$ cat config.mk
export PLATFORM = sky130hd
export DESIGN_NAME = gyro_flick_reversal_detector
export DESIGN_NICKNAME = d
export VERILOG_FILES = /design/src/design/gfr_pkg.sv /design/src/design/gyro_flick_reversal_detector.sv /design/src/design/gfr_axis.sv
export SDC_FILE = /design/constraint.sdc
export NUM_CORES = 1
export LEC_CHECK = 0
export BUFFER_PORTS_ARGS = -buffer_cell sky130_fd_sc_hd__buf_4
export CAP_MARGIN = 20
export CORE_MARGIN = 2
export CORE_UTILIZATION = 55
export DETAILED_ROUTE_END_ITERATION = 10
export PLACE_DENSITY = 0.82
export SETUP_SLACK_MARGIN = 0.02
export SYNTH_ARGS = -nofsm -noshare
export SYNTH_HDL_FRONTEND = slang
export SYNTH_SLANG_ARGS = --single-unit
$ cat constraint.sdc
create_clock -name i_clk -period 3.75 [get_ports i_clk]
set_input_delay 0.1875 -clock i_clk [delete_from_list [all_inputs] [get_ports i_clk]]
set_output_delay 0.1875 -clock i_clk [all_outputs]
set_load 0.02 [all_outputs]
$ cat src/design/gfr_pkg.sv
package gfr_pkg;

    // Sample width of each rate axis
    localparam int SAMPLE_WIDTH = 16;
    localparam int LEVEL_WIDTH  = 15;
    localparam int WINDOW_WIDTH = 8;
    localparam int FACE_WIDTH   = 3;
    localparam int CFG_WIDTH    = 15;
    localparam int CFG_IDX_W    = 2;
    // Comparison width wide enough for a magnitude and a level
    localparam int CMP_WIDTH    = (SAMPLE_WIDTH > LEVEL_WIDTH) ? SAMPLE_WIDTH : LEVEL_WIDTH;

    // Register indexes
    localparam logic [CFG_IDX_W-1:0] REG_TRIGGER_LEVEL  = 2'd0;
    localparam logic [CFG_IDX_W-1:0] REG_REVERSAL_LEVEL = 2'd1;
    localparam logic [CFG_IDX_W-1:0] REG_WINDOW_SAMPLES = 2'd2;

    // Reset values of the registers
    localparam logic [LEVEL_WIDTH-1:0]  TRIGGER_RESET  = 15'd4000;
    localparam logic [LEVEL_WIDTH-1:0]  REVERSAL_RESET = 15'd500;
    localparam logic [WINDOW_WIDTH-1:0] WINDOW_RESET   = 8'd12;

    typedef logic signed [SAMPLE_WIDTH-1:0] t_rate;
    typedef logic [SAMPLE_WIDTH-1:0]        t_mag;
    typedef logic [FACE_WIDTH-1:0]          t_face;

    typedef struct packed {
        t_rate rate_x;
        t_rate rate_y;
        t_rate rate_z;
        t_face side_first;
        t_face side_second;
        t_face side_third;
    } t_sample;

    typedef struct packed {
        t_face face;
        logic [2:0] tone;
        logic       direction;
    } t_result;

    // Outcome of one axis check
    typedef struct packed {
        logic    hit;
        t_result res;
    } t_hit;

    // Exact magnitude; the most negative value maps to 2^(W-1) without wrap
    function automatic t_mag mag(input t_rate v);
        t_mag u;
        u = t_mag'(v);
        return v[SAMPLE_WIDTH-1] ? (~u + t_mag'(1)) : u;
    endfunction

    // Magnitude strictly above a level
    function automatic logic above(input t_rate v, input logic [LEVEL_WIDTH-1:0] lvl);
        return CMP_WIDTH'(mag(v)) > CMP_WIDTH'(lvl);
    endfunction

endpackage

$ cat src/design/gyro_flick_reversal_detector.sv
// Gyro flick reversal detector.
// Input channel: one item per gyro sample (three signed rates plus three face
// numbers), valid/ready. Output channel: a face, tone and direction item each
// time a stored strong sample is followed, inside the window, by a reversed
// sample on an axis whose face is held. Most samples give no output item.
// Configuration: write enable, register index and data; write only when idle.
// The input register holds an item, and its result, if any, is loaded into the
// output register when the item advances. Throughput: one item per cycle while
// the output register is free or being taken, set by the single compare stage
// between the input and output registers.
// When the receiver stalls with a result waiting, the input register holds
// its item and o_in_ready drops once that register is occupied; items that
// give no result still wait behind the full output register.
// Reset clears the window (idle), the stored sample and faces, both valid
// flags, and loads trigger 4000, reversal 500 and window 12.
module gyro_flick_reversal_detector (
    input  logic                                i_clk,
    input  logic                                i_rst_n,
    input  logic                                i_in_valid,
    output logic                                o_in_ready,
    input  gfr_pkg::t_sample                    i_in_item,
    output logic                                o_out_valid,
    input  logic                                i_out_ready,
    output gfr_pkg::t_result                    o_out_item,
    input  logic                                i_cfg_we,
    input  logic [gfr_pkg::CFG_IDX_W-1:0]       i_cfg_index,
    input  logic [gfr_pkg::CFG_WIDTH-1:0]       i_cfg_data
);
    import gfr_pkg::*;

    logic [LEVEL_WIDTH-1:0]  r_trigger;
    logic [LEVEL_WIDTH-1:0]  r_reversal;
    logic [WINDOW_WIDTH-1:0] r_window;

    logic    r_in_valid;
    t_sample r_in;
    logic    r_out_valid;
    t_result r_out;

    logic                    r_open;
    t_rate                   r_start_x;
    t_rate                   r_start_y;
    t_rate                   r_start_z;
    t_face                   r_held_first;
    t_face                   r_held_second;
    t_face                   r_held_third;
    logic [WINDOW_WIDTH-1:0] r_seen;

    logic                    n_open;
    logic [WINDOW_WIDTH-1:0] n_seen;
    logic                    n_store;
    logic                    advance;
    logic                    trig;
    logic                    found;
    t_result                 found_res;
    logic [WINDOW_WIDTH-1:0] seen_inc;
    logic [WINDOW_WIDTH-1:0] limit;
    t_hit                    hit_x;
    t_hit                    hit_y;
    t_hit                    hit_z;

    assign advance    = r_in_valid && (!r_out_valid || i_out_ready);
    assign o_in_ready = !r_in_valid || advance;
    assign o_out_valid = r_out_valid;
    assign o_out_item  = r_out;

    // Write configuration registers
    always_ff @(posedge i_clk) begin
        if (!i_rst_n) begin
            r_trigger  <= TRIGGER_RESET;
            r_reversal <= REVERSAL_RESET;
            r_window   <= WINDOW_RESET;
        end else if (i_cfg_we) begin
            case (i_cfg_index)
                REG_TRIGGER_LEVEL:  r_trigger  <= i_cfg_data[LEVEL_WIDTH-1:0];
                REG_REVERSAL_LEVEL: r_reversal <= i_cfg_data[LEVEL_WIDTH-1:0];
                REG_WINDOW_SAMPLES: r_window   <= i_cfg_data[WINDOW_WIDTH-1:0];
                default: ;
            endcase
        end
    end

    // Capture the incoming item
    always_ff @(posedge i_clk) begin
        if (!i_rst_n) begin
            r_in_valid <= 1'b0;
        end else if (o_in_ready) begin
            r_in_valid <= i_in_valid;
        end
    end

    always_ff @(posedge i_clk) begin
        if (o_in_ready && i_in_valid) begin
            r_in <= i_in_item;
        end
    end

    // Check each axis against the stored trigger sample
    gfr_axis #(.FIRST_FACE(3'd1), .SECOND_FACE(3'd3), .FIRST_TONE(3'd0), .FIRST_POS(1'b1))
    u_axis_x (
        .i_start(r_start_x), .i_now(r_in.rate_x),
        .i_trigger_level(r_trigger), .i_reversal_level(r_reversal),
        .i_held_first(r_held_first), .i_held_second(r_held_second),
        .i_held_third(r_held_third), .o_hit(hit_x)
    );

    gfr_axis #(.FIRST_FACE(3'd2), .SECOND_FACE(3'd4), .FIRST_TONE(3'd2), .FIRST_POS(1'b1))
    u_axis_y (
        .i_start(r_start_y), .i_now(r_in.rate_y),
        .i_trigger_level(r_trigger), .i_reversal_level(r_reversal),
        .i_held_first(r_held_first), .i_held_second(r_held_second),
        .i_held_third(r_held_third), .o_hit(hit_y)
    );

    gfr_axis #(.FIRST_FACE(3'd0), .SECOND_FACE(3'd5), .FIRST_TONE(3'd4), .FIRST_POS(1'b0))
    u_axis_z (
        .i_start(r_start_z), .i_now(r_in.rate_z),
        .i_trigger_level(r_trigger), .i_reversal_level(r_reversal),
        .i_held_first(r_held_first), .i_held_second(r_held_second),
        .i_held_third(r_held_third), .o_hit(hit_z)
    );

    // Take the first qualifying axis in x, y, z order
    always_comb begin
        found     = r_open && (hit_x.hit || hit_y.hit || hit_z.hit);
        found_res = hit_z.res;
        if (hit_x.hit) begin
            found_res = hit_x.res;
        end else if (hit_y.hit) begin
            found_res = hit_y.res;
        end
    end

    assign trig = above(r_in.rate_x, r_trigger) || above(r_in.rate_y, r_trigger)
               || above(r_in.rate_z, r_trigger);
    assign seen_inc = r_seen + WINDOW_WIDTH'(1);
    assign limit    = (r_window == '0) ? WINDOW_WIDTH'(1) : r_window;

    // Next window state
    always_comb begin
        n_open  = r_open;
        n_seen  = r_seen;
        n_store = 1'b0;
        if (advance) begin
            if (!r_open) begin
                if (trig) begin
                    n_open  = 1'b1;
                    n_seen  = '0;
                    n_store = 1'b1;
                end
            end else if (found || (seen_inc >= limit)) begin
                n_open = 1'b0;
                n_seen = '0;
            end else begin
                n_seen = seen_inc;
            end
        end
    end

    // Advance window state
    always_ff @(posedge i_clk) begin
        if (!i_rst_n) begin
            r_open        <= 1'b0;
            r_seen        <= '0;
            r_start_x     <= '0;
            r_start_y     <= '0;
            r_start_z     <= '0;
            r_held_first  <= '0;
            r_held_second <= '0;
            r_held_third  <= '0;
        end else begin
            r_open <= n_open;
            r_seen <= n_seen;
            if (n_store) begin
                r_start_x     <= r_in.rate_x;
                r_start_y     <= r_in.rate_y;
                r_start_z     <= r_in.rate_z;
                r_held_first  <= r_in.side_first;
                r_held_second <= r_in.side_second;
                r_held_third  <= r_in.side_third;
            end
        end
    end

    // Hold the result until taken
    always_ff @(posedge i_clk) begin
        if (!i_rst_n) begin
            r_out_valid <= 1'b0;
        end else if (advance && found) begin
            r_out_valid <= 1'b1;
        end else if (i_out_ready) begin
            r_out_valid <= 1'b0;
        end
    end

    always_ff @(posedge i_clk) begin
        if (advance && found) begin
            r_out <= found_res;
        end
    end

endmodule

$ cat src/design/gfr_axis.sv
module gfr_axis #(
    parameter logic [2:0] FIRST_FACE  = 3'd1,
    parameter logic [2:0] SECOND_FACE = 3'd3,
    parameter logic [2:0] FIRST_TONE  = 3'd0,
    parameter logic       FIRST_POS   = 1'b1
) (
    input  gfr_pkg::t_rate  i_start,
    input  gfr_pkg::t_rate  i_now,
    input  logic [gfr_pkg::LEVEL_WIDTH-1:0] i_trigger_level,
    input  logic [gfr_pkg::LEVEL_WIDTH-1:0] i_reversal_level,
    input  gfr_pkg::t_face  i_held_first,
    input  gfr_pkg::t_face  i_held_second,
    input  gfr_pkg::t_face  i_held_third,
    output gfr_pkg::t_hit   o_hit
);
    import gfr_pkg::*;

    logic start_pos;
    logic start_neg;
    logic now_pos;
    logic now_neg;
    logic rev;
    logic has_first;
    logic has_second;

    // Sign of stored and new samples
    assign start_neg = i_start[SAMPLE_WIDTH-1];
    assign start_pos = !start_neg && (i_start != '0);
    assign now_neg   = i_now[SAMPLE_WIDTH-1];
    assign now_pos   = !now_neg && (i_now != '0);

    // Strict sign reversal from a strong stored sample
    assign rev = above(i_start, i_trigger_level)
              && ((start_pos && now_neg) || (start_neg && now_pos))
              && above(i_now, i_reversal_level);

    assign has_first  = (i_held_first == FIRST_FACE) || (i_held_second == FIRST_FACE)
                     || (i_held_third == FIRST_FACE);
    assign has_second = (i_held_first == SECOND_FACE) || (i_held_second == SECOND_FACE)
                     || (i_held_third == SECOND_FACE);

    // Pick the face pair member, first one preferred
    always_comb begin
        o_hit = '0;
        if (rev && has_first) begin
            o_hit.hit           = 1'b1;
            o_hit.res.face      = FIRST_FACE;
            o_hit.res.tone      = FIRST_TONE;
            o_hit.res.direction = FIRST_POS ? start_pos : start_neg;
        end else if (rev && has_second) begin
            o_hit.hit           = 1'b1;
            o_hit.res.face      = SECOND_FACE;
            o_hit.res.tone      = FIRST_TONE + 3'd1;
            o_hit.res.direction = FIRST_POS ? start_neg : start_pos;
        end
    end

endmodule
==> flow_metrics.env <==
export IMPL_viasPerCell=6.06
export IMPL_worstReg2RegEnd="r_start_z[2]"
export IMPL_synth_area_leaders="dfxtp_1 19%, edfxtp_1 17%, ha_1 17%"
export IMPL_firstDrtPassIters=5
export IMPL_drc=0
export IMPL_worst_pin_slew_ns=1.01
export IMPL_htree_levels=4
export IMPL_final_layout_size_suffix_gt1_share_pct=22.1
export IMPL_synth_top_area_share_pct=18.7
export IMPL_clkTransAtPathRegs_ns=0.07
export IMPL_n_antenna_cell=0
export IMPL_cts_tree="built"
export IMPL_skew_ns=0.0117
export IMPL_synth_edf_count=64
export IMPL_netlist_cell_type_count=73
export IMPL_use_met1_pct=37.7
export IMPL_violations="negative setup slack"
export IMPL_setup_violations=80
export IMPL_worstPathMaxFanout=6
export IMPL_period_minus_slack_ns=4.25
export IMPL_ys_seq_area_share_pct=35.6
export IMPL_vias=10692
export IMPL_fin_cells=1765
export IMPL_antenna_found_initial=0
export IMPL_reg2regPathDepth=16
export IMPL_dpl_cell_count=1647
export IMPL_use_met2_pct=51.7
export IMPL_ant_nets=0
export IMPL_coreArea_sq_um=20200
export IMPL_clock_sinks=170
export IMPL_fmax_mhz=236
export IMPL_synthArstFlopShare_pct=0
export IMPL_synth_ff_type="dfxtp_1"
export IMPL_p_leak_nw=6.59
export IMPL_reg2reg_setup_slack_ns=-0.50
export IMPL_start_kind="flop"
export IMPL_gr_usage_met3_pct=6.20
export IMPL_end_kind="flop"
export IMPL_slew_violations=0
export IMPL_overflow=0
export IMPL_fill_cells=1366
export IMPL_drv_cap=0
export IMPL_netlist_area_sq_um=11400
export IMPL_register_area_sq_um=4040
export IMPL_first_iter_violations=971
export IMPL_die_x_um=148
export IMPL_die_area_sq_um=21800
export IMPL_fp_dieH_um=148
export IMPL_numPortBuffers=87
export IMPL_grt_max_degree=54
export IMPL_yosys_area_top_type="dfxtp_1"
export IMPL_row_count=52
export IMPL_rsz0062_at_grt="yes"
export IMPL_cp_arrival_ns=4.58
export IMPL_wl_um=34600
export IMPL_place_gp_congestion=1.01
export IMPL_ys_ff_latch=170
export IMPL_synthCells=1225
export IMPL_hold_viol=0
export IMPL_cts_buffers=17
export IMPL_setup_ws_ns=-0.495
export IMPL_root_buffer="clkbuf_16"
export IMPL_dpl_hpwl_um=23600
export IMPL_ctsLongestPathBuffers=2
export IMPL_worstPathRequired_ns=4.08
export IMPL_min_from="i_cfg_data[1]"
export IMPL_status="complete, but fails checks"
export IMPL_fin_tns_setup_ns=-32.55
export IMPL_worst_skew_pair_late_latency_ns=0.45
export IMPL_grt_pass1_wl_um=52300
export IMPL_powerDensity_nw_per_um2=390
export IMPL_final_net_count=1711
export IMPL_synth_most_common_cell="ha_1"
export IMPL_grt_use_total_pct=30.6
export IMPL_critical_path_class="reg2reg"
export IMPL_ys_top_cells_by_count="150 x ha_1, 125 x nand2_1, 106 x dfxtp_1"
export IMPL_area_growth_pct=32.0
export IMPL_initial_core_util_pct=56.1
export IMPL_post_route_period_util_pct=113
export IMPL_routedWlPerCell_um=19.6
export IMPL_vdd_drop_max_mv=0.293
export IMPL_holdPathStages=3
export IMPL_max_slew_margin_rel_pct=32.4
export IMPL_ys_warn_count=0
export IMPL_grt_pass1_vias=10309
export IMPL_pin_count=88
export IMPL_synth_nets=1454
export IMPL_p_total_mw=5.85
export IMPL_multi_input_area_sq_um=7400
export IMPL_grt_busiest_layer="met2"
export IMPL_min_to="r_trigger[1]"
export IMPL_hold_class="in2reg"
export IMPL_worstReg2RegStart="r_in[9]"
export IMPL_synth_avg_cell_area_sq_um=9.27
## layout by cell type, fill, tap and decap left out, drive strengths merged, types with 4 or more instances in the layout
cell,synthesis,layout
inv,66,75
or2,7,7
a21o,14,14
o211ai,20,20
buf,6,206
xnor2,78,78
o31ai,26,26
dlygate4sd3,0,65
and2,6,6
a21oi,71,71
a21boi,5,5
nor3,24,24
dfxtp,106,106
nand3,28,28
clkinv,0,4
mux2i,65,65
nor4,18,18
or4,12,12
nor2b,14,14
a31oi,6,6
o21ai,55,55
ha,150,150
o21a,9,9
nand2,125,125
nor2,92,92
nand3b,7,7
edfxtp,64,64
nand4,25,25
nor3b,6,6
xor2,5,5
or3,7,7
o41ai,10,10
and3,6,6
nand2b,15,15
clkbuf,29,20
a211oi,5,5
## area by class of cell
type | instances | share of cell area, %
flip-flops and latches | 170 | 27.0
well taps | 270 | 2.25
repair buffers | 273 | 15.9
clock inverters | 14 | 0.868
clock buffers | 18 | 3.00
inverters | 66 | 1.65
multi-input cells | 954 | 49.4
## critical path, stage by stage, from the launching register on
cell      delay, ns
edfxtp_1       0.42
or2_4          0.28
or4_4          0.43
or2_4          0.24
or3_4          0.35
o31ai_4        0.26
xnor2_2        0.12
ha_2           0.19
or4_4          0.52
o41ai_4        0.25
o21ai_2        0.13
o211ai_4       0.28
buf_4          0.17
buf_6          0.09
buf_6          0.13
mux2i_1        0.22
nor2_1         0.05
## per-layer routing
metal	part of all wire (%)	wire length, um
met4	3.6	1250
met2	48	16700
met5	0	0
met1	41	14100
met3	7.4	2540
## worst max-delay path by stage
stage	from	end	slack (ns)
finish	r_in[9]	r_start_z[2]	-0.50
global route	r_in[9]	r_start_x[8]	-0.59
CTS	r_in[9]	r_start_z[14]	-0.39
detailed placement	r_in[9]	r_start_y[10]	-0.50
global placement	r_in[9]	r_held_second[0]	-0.33
floorplan	r_in[9]	r_start_x[15]	-0.15
## kinds of logic (layout without fill, tap and decap cells)
logic type | after synthesis | in the layout | share of synthesized area (%)
and+or+nand+nor | 400 | 400 | 17.3
AOI/OAI and AO/OA | 256 | 256 | 14.9
DFF | 170 | 170 | 35.6
adders and majority gates | 150 | 150 | 16.5
buffers and inverters | 101 | 371 | 3.57
xor gates and xnor gates | 83 | 83 | 6.40
muxes | 65 | 65 | 5.73
## repair_timing
action | in CTS | in global routing
resized for setup | 36 | 61
setup endpoints to repair | 81 | 81
cloned | 2 | 2
setup buffers | 9 | 9
pin swaps | 17 | 17
hold buffers | 65 | 0
endpoints found under the hold margin | 68 | 0
## report_power, final
| group | internal (mW) | total (mW) | leakage [nW] | switching, mW |
|---|---|---|---|---|
| Combinational | 0.900 | 1.90 | 4.80 | 0.999 |
| Sequential | 2.04 | 2.17 | 1.50 | 0.136 |
| Clock | 0.969 | 1.78 | 0.295 | 0.809 |
## per-stage QoR
stage                     hold WS (ns)  area [sq um]  setup slack [ns]  utilization, %
after floorplan                  0.286         11400            -0.146               -
after global placement           0.365         13100            -0.332            64.5
after detailed placement         0.367         13100            -0.502            64.5
after CTS                      0.00392         14600            -0.389            72.1
after global routing           0.00974         15000            -0.587            74.1
final                          0.00497         15000            -0.495            74.1
## flip-flops by register name (all words and copies together), names as in the netlist, 3 cells and up
signal,flops
r_start_y,16
r_start_z,16
r_in,57
r_seen,8
r_trigger,15
r_held_second,3
r_held_first,3
r_held_third,3
o_out_item,7
r_reversal,15
r_start_x,16
r_window,8
Note: power is estimated with default switching activity, not from simulation.
